## config.mk

```make
export PLATFORM = sky130hd
export DESIGN_NAME = aot_ram
export DESIGN_NICKNAME = d
export VERILOG_FILES = /design/src/sv/address_occurrence_table_macros.svh /design/src/sv/aot_ram.sv
export SDC_FILE = /design/constraint.sdc
export NUM_CORES = 1
export LEC_CHECK = 0
export ABC_AREA = 1
export ABC_CLOCK_PERIOD_IN_PS = 3100
export BUFFER_PORTS_ARGS = -buffer_cell sky130_fd_sc_hd__buf_2
export CAP_MARGIN = 15
export CORE_ASPECT_RATIO = 2
export CORE_UTILIZATION = 45
export DETAILED_ROUTE_END_ITERATION = 6
export HOLD_SLACK_MARGIN = 0.08
export SYNTH_ARGS = -nofsm -noshare
export SYNTH_HDL_FRONTEND = slang
export SYNTH_SLANG_ARGS = --single-unit
```

## constraint.sdc

```tcl
create_clock -name clk -period 3.1 [get_ports clk]
set_clock_uncertainty 0.05 [all_clocks]
set_input_delay 0.31 -clock clk [delete_from_list [all_inputs] [get_ports clk]]
set_output_delay 0.31 -clock clk [all_outputs]
set_load 0.02 [all_outputs]
```

## src/sv/address_occurrence_table_macros.svh

```systemverilog
// ---------------------------------------------------------------------------
// Address occurrence table assertion macros
// Concurrent assertion wrappers; define ASSERT_OFF to compile them out.
// ---------------------------------------------------------------------------
`ifndef ADDRESS_OCCURRENCE_TABLE_MACROS_SVH
`define ADDRESS_OCCURRENCE_TABLE_MACROS_SVH

`ifndef ASSERT_OFF

// Same-cycle implication, checked out of reset
`define AOT_ASSERT_IMP(label, ante, cons, msg) \
  label: assert property (@(posedge clk) disable iff (!rst_n) (ante) |-> (cons)) \
    else $error(msg);

// Next-cycle implication, checked out of reset
`define AOT_ASSERT_NXT(label, ante, cons, msg) \
  label: assert property (@(posedge clk) disable iff (!rst_n) (ante) |=> (cons)) \
    else $error(msg);

`else

`define AOT_ASSERT_IMP(label, ante, cons, msg)
`define AOT_ASSERT_NXT(label, ante, cons, msg)

`endif

`endif

```

## src/sv/aot_ram.sv

```systemverilog
// ---------------------------------------------------------------------------
// Address occurrence table RAM
// Generic single-write, single-read memory with registered read data.
// ---------------------------------------------------------------------------
`timescale 1ns / 1ps

module aot_ram #(
  parameter int WIDTH = 8,
  parameter int DEPTH = 64
) (
  input  logic                                   clk,
  input  logic                                   we,
  input  logic [((DEPTH > 1) ? $clog2(DEPTH) : 1)-1:0] waddr,
  input  logic [WIDTH-1:0]                       wdata,
  input  logic [((DEPTH > 1) ? $clog2(DEPTH) : 1)-1:0] raddr,
  output logic [WIDTH-1:0]                       rdata
);

  logic [WIDTH-1:0] mem [DEPTH];

  // Write port, then registered read port
  always_ff @(posedge clk) begin
    if (we) begin
      mem[waddr] <= wdata;
    end
    rdata <= mem[raddr];
  end

endmodule

```

After elaboration in Yosys (flattened, before gate mapping)
Memories as Yosys holds them, arrays and structs flattened. A register that Yosys moved wholly into a read port is not among the register bits.
Cells that the tools add are included.
Word-level totals
  flip-flop bits (word level): 0
  latch bits: 0
  RAM bits: 512
  memory bits (read-only): 0
  input bits: 22
  output and inout port bits: 8
  word-level logic and storage cells: 3
  memories kept: 1
Operators by class
  add/sub/neg operators: 0
  multiply operators: 0
  divide/modulo/power cells: 0
  $lt $le $gt $ge: 0
  equal/unequal tests: 0
  shifts and indexed selects: 0
  mux-type cells: 2
  bitwise operators: 0
  reduce and logical (&&, ||, !) cells: 0
Memories
  mem: words 64, bits a word 8, rd ports 1, clocked after memory_dff 1, write ports 1, line aot_ram.sv:19  | logic [WIDTH-1:0] mem [DEPTH];
Operators by type and width (number)
  two-way mux 1 bit: 2

Logic depth before layout (Yosys ltp)
  depth after elaboration: 2
  depth in mapped cells: 12
  depth with buffers taken out: 9

Worst setup path after synthesis
Ideal clock, no wire load.
  path kind: input to register
  start point: input port we
  end point: memory mem[48][0], enable pin
  library setup time: 395 ps
  data arrival time: 1681 ps
  required time: 2655 ps
  slack: 974 ps
  stages: 3
  path buffers: 1
  cells stage by stage: clkbuf_1 > nand4_1 > nor4_1
Between the ends
  word-level cells in the longest chain between the ends: 2
RTL lines
  from (decl): line aot_ram.sv:12  | input logic we,
  two-way mux 1 bit: line aot_ram.sv:23  | if (we) begin
  two-way mux 1 bit (not written as such): line aot_ram.sv:24  | mem[waddr] <= wdata;
  to (decl): line aot_ram.sv:19
No other way between the ends.

==> reports/results.txt <==
Fin Setup TNS = 0 ns
gr usage total = 24.8%
routed length on met1 = 20600 microns
clock tree root buffer cell = clkbuf_16
cell area after synthesis = 21300 sq um
H-tree levels = 2
FP Rows = 112
Clock Latency Late Sink = 0.56 ns
wire length of the first global-routing pass = 86300 microns
most frequent cell after synthesis = nand2_1
Clock Power Share = 37.2%
Post-DP HPWL = 36300 microns
Mapped Cells = 1805
register area share after synthesis = 72.8%
Routed WL = 58200 microns
input/output buffers = 29
CTS buffer count = 42
final hold vios = 0
Worst Reg-to-Reg Cells = 8
Syn Nets = 1827
DR iter-0 viols = 1169
I/O pin total = 30
Final period util = 60.7%
clock buffer depth = 3
hold depth = 4
total iterations of the first detailed-routing run = 6
worst endpoint required time = 3.49 ns
Synth Area in XOR/XNOR = 0%
met2 WL = 30800 microns
most area-consuming cells after synthesis = edfxtp_1 (72%), nand2_1 (11%), nand3_1 (10%), buf_6 (1.8%), nor2_1 (0.99%)
worst hold path class = input port to flip-flop
final worst path period need = 1.88 ns
count of nets after finishing = 1887
top layer in use = met5
Final setup viols = 0
Layout area overhead = 10.6%
Antenna Violating Nets Remaining = 0
Max-Cap Viols = 0
outcome = completed
EDFF count, synth = 512
Avg Vias per Cell = 5.54
grt ovf = 0
layout cells sized above 1 = 9.77%
Peak VDD IR = 0.000532 V
Die ar. = 48300 sq um
Compound-Gate Fraction of Synth Area = 0%
CP endpoint kind = flip-flop
Flop pwr share = 56.0%
async set or reset register ratio after synthesis = 0%
Psw = 0.00315 W
Post-Synth Adder-Cell Area = 0%
Slew headroom = 36.8%
clock-pin slew on the worst setup and hold paths = 0.07 ns
vias in the first global route = 14133
die height = 310 microns
Synth warnings = 0
Core Area = 46700 sq um
leakage power = 8.53 nW
Max Freq = 0.532 GHz
Post-CTS Setup Repair Bufs = 0
Yosys top cell area share = 72.0%
ys flop type = edfxtp_1
# DRC = 0
Worst Tran Pin Value = 0.947 ns
initial antenna violation count = 3
post-synth cell types = 16
Power Total = 0.0139 W
most frequent cells after synthesis = nand2_1 (648), edfxtp_1 (512), nand3_1 (439), nor2_1 (56), buf_2 (37)
startpoint types = input port
Crit Path Category = input port to flip-flop
Final Slew Violations = 0
Pwr per Cell Area = 591 nW/um^2
DR WL met3 = 2710 microns
initial core utilization = 45.7%
crit path DAT = 2.27 ns
Die Wd = 156 microns
Avg WL per Cell = 23.1 microns
GPL Wtd Cong = 0.911
register bit total from synthesis = 520
Synth area leader = edfxtp_1
routed vias = 13989
unrepaired setup endpoints after global routing = no
Logic pwr share = 6.9%
mux cell area share after synthesis = 0%
clock sinks = 520
TritonCTS clock tree = yes
largest net degree at the start of global routing = 165
Syn Area/Cell = 11.8 sq um
Sw Share = 22.6%
cell-internal power = 0.0108 W
crit path max fanout = 49
main combinational cell family by area after synthesis = simple AND/OR/NAND/NOR gates
Synth Area in Simple Gates = 23.2%
registers in the layout, indices dropped and copies added, names as in the netlist:
register  cells
mem         512
rdata         8
placed cells by master (no fill, tap or decap), types with 4 or more instances in the layout:
cell       count
dfxtp_1        8
clkinv_2       4
buf_2         26
nand3_1      439
clkbuf_1       8
edfxtp_1     512
buf_12         6
inv_1          9
clkbuf_16     43
buf_4         94
nor2_1        56
nand4_1        9
clkinv_1      10
nand2_1      648
nor4_1         8
worst paths after layout:
check	start	endpoint	slack [ns]
worst max-delay path	raddr[1]	rdata[7]$_DFF_P_	1.22
worst min-delay path	raddr[4]	rdata[2]$_DFF_P_	0.22
worst max register to register	mem[15][6]$_DFFE_PP_	rdata[6]$_DFF_P_	1.65
worst min register to register	mem[26][4]$_DFFE_PP_	rdata[4]$_DFF_P_	0.78
logic make-up after synthesis:
| kind of cell | after synthesis |
|---|---|
| buffers and inverters | 125 |
| DFF | 520 |
| and+or+nand+nor | 1160 |
metal layers:
metal,global-route usage [%],up-vias
met4,16.8,6
met5,0,-
met1,27.4,6924
met3,2.58,169
li1,-,6443
met2,44.6,447
power groups by stage:
stage | registers [W] | clock network, W | logic (W)
finish | 0.00781 | 0.00519 | 0.000956
global route | 0.00781 | 0.00547 | 0.00104
CTS | 0.00780 | 0.00524 | 0.000964
detailed placement | 0.00796 | 0 | 0.000960
global placement | 0.00796 | 0 | 0.000954
floorplan | 0.00796 | 0 | 0.000547
area by class of cell:
type | count | area (sq um)
fillers | 4068 | 23100
clock inverters | 22 | 188
flip-flops and latches | 520 | 15500
diodes | 2 | 5.00
repair buffers | 129 | 987
multi-input cells | 1160 | 4950
clock buffers | 51 | 1110
well taps | 627 | 785
inverters | 12 | 52.6
worst max-delay path: stages:
cell     delay (ns)
buf_4          0.49
buf_4          0.53
nand3_1        0.24
nand3_1        0.19
nand2_1        0.10
nand2_1        0.07
nand3_1        0.07
nand3_1        0.16
nand2_1        0.07
timing repair:
item / in CTS / in global routing
hold endpoints to repair: 13 / 0
hold buffers: 2 / 0
endpoints found under the setup margin: 0 / 0
gates resized for setup: 0 / 0
per-stage QoR:
stage	std cells	util, %	worst slack (ns)	hold slack, ns	cell area [sq um]
finish	2523	50.6	1.22	0.217	23600
global route	2521	50.6	1.13	0.228	23600
CTS	2521	50.6	1.22	0.182	23600
detailed placement	2446	47.8	0.649	0.639	22300
global placement	2446	47.8	0.678	0.631	22300
floorplan	1805	-	0.974	0.359	21300
Note: power is estimated with default switching activity, not from simulation.
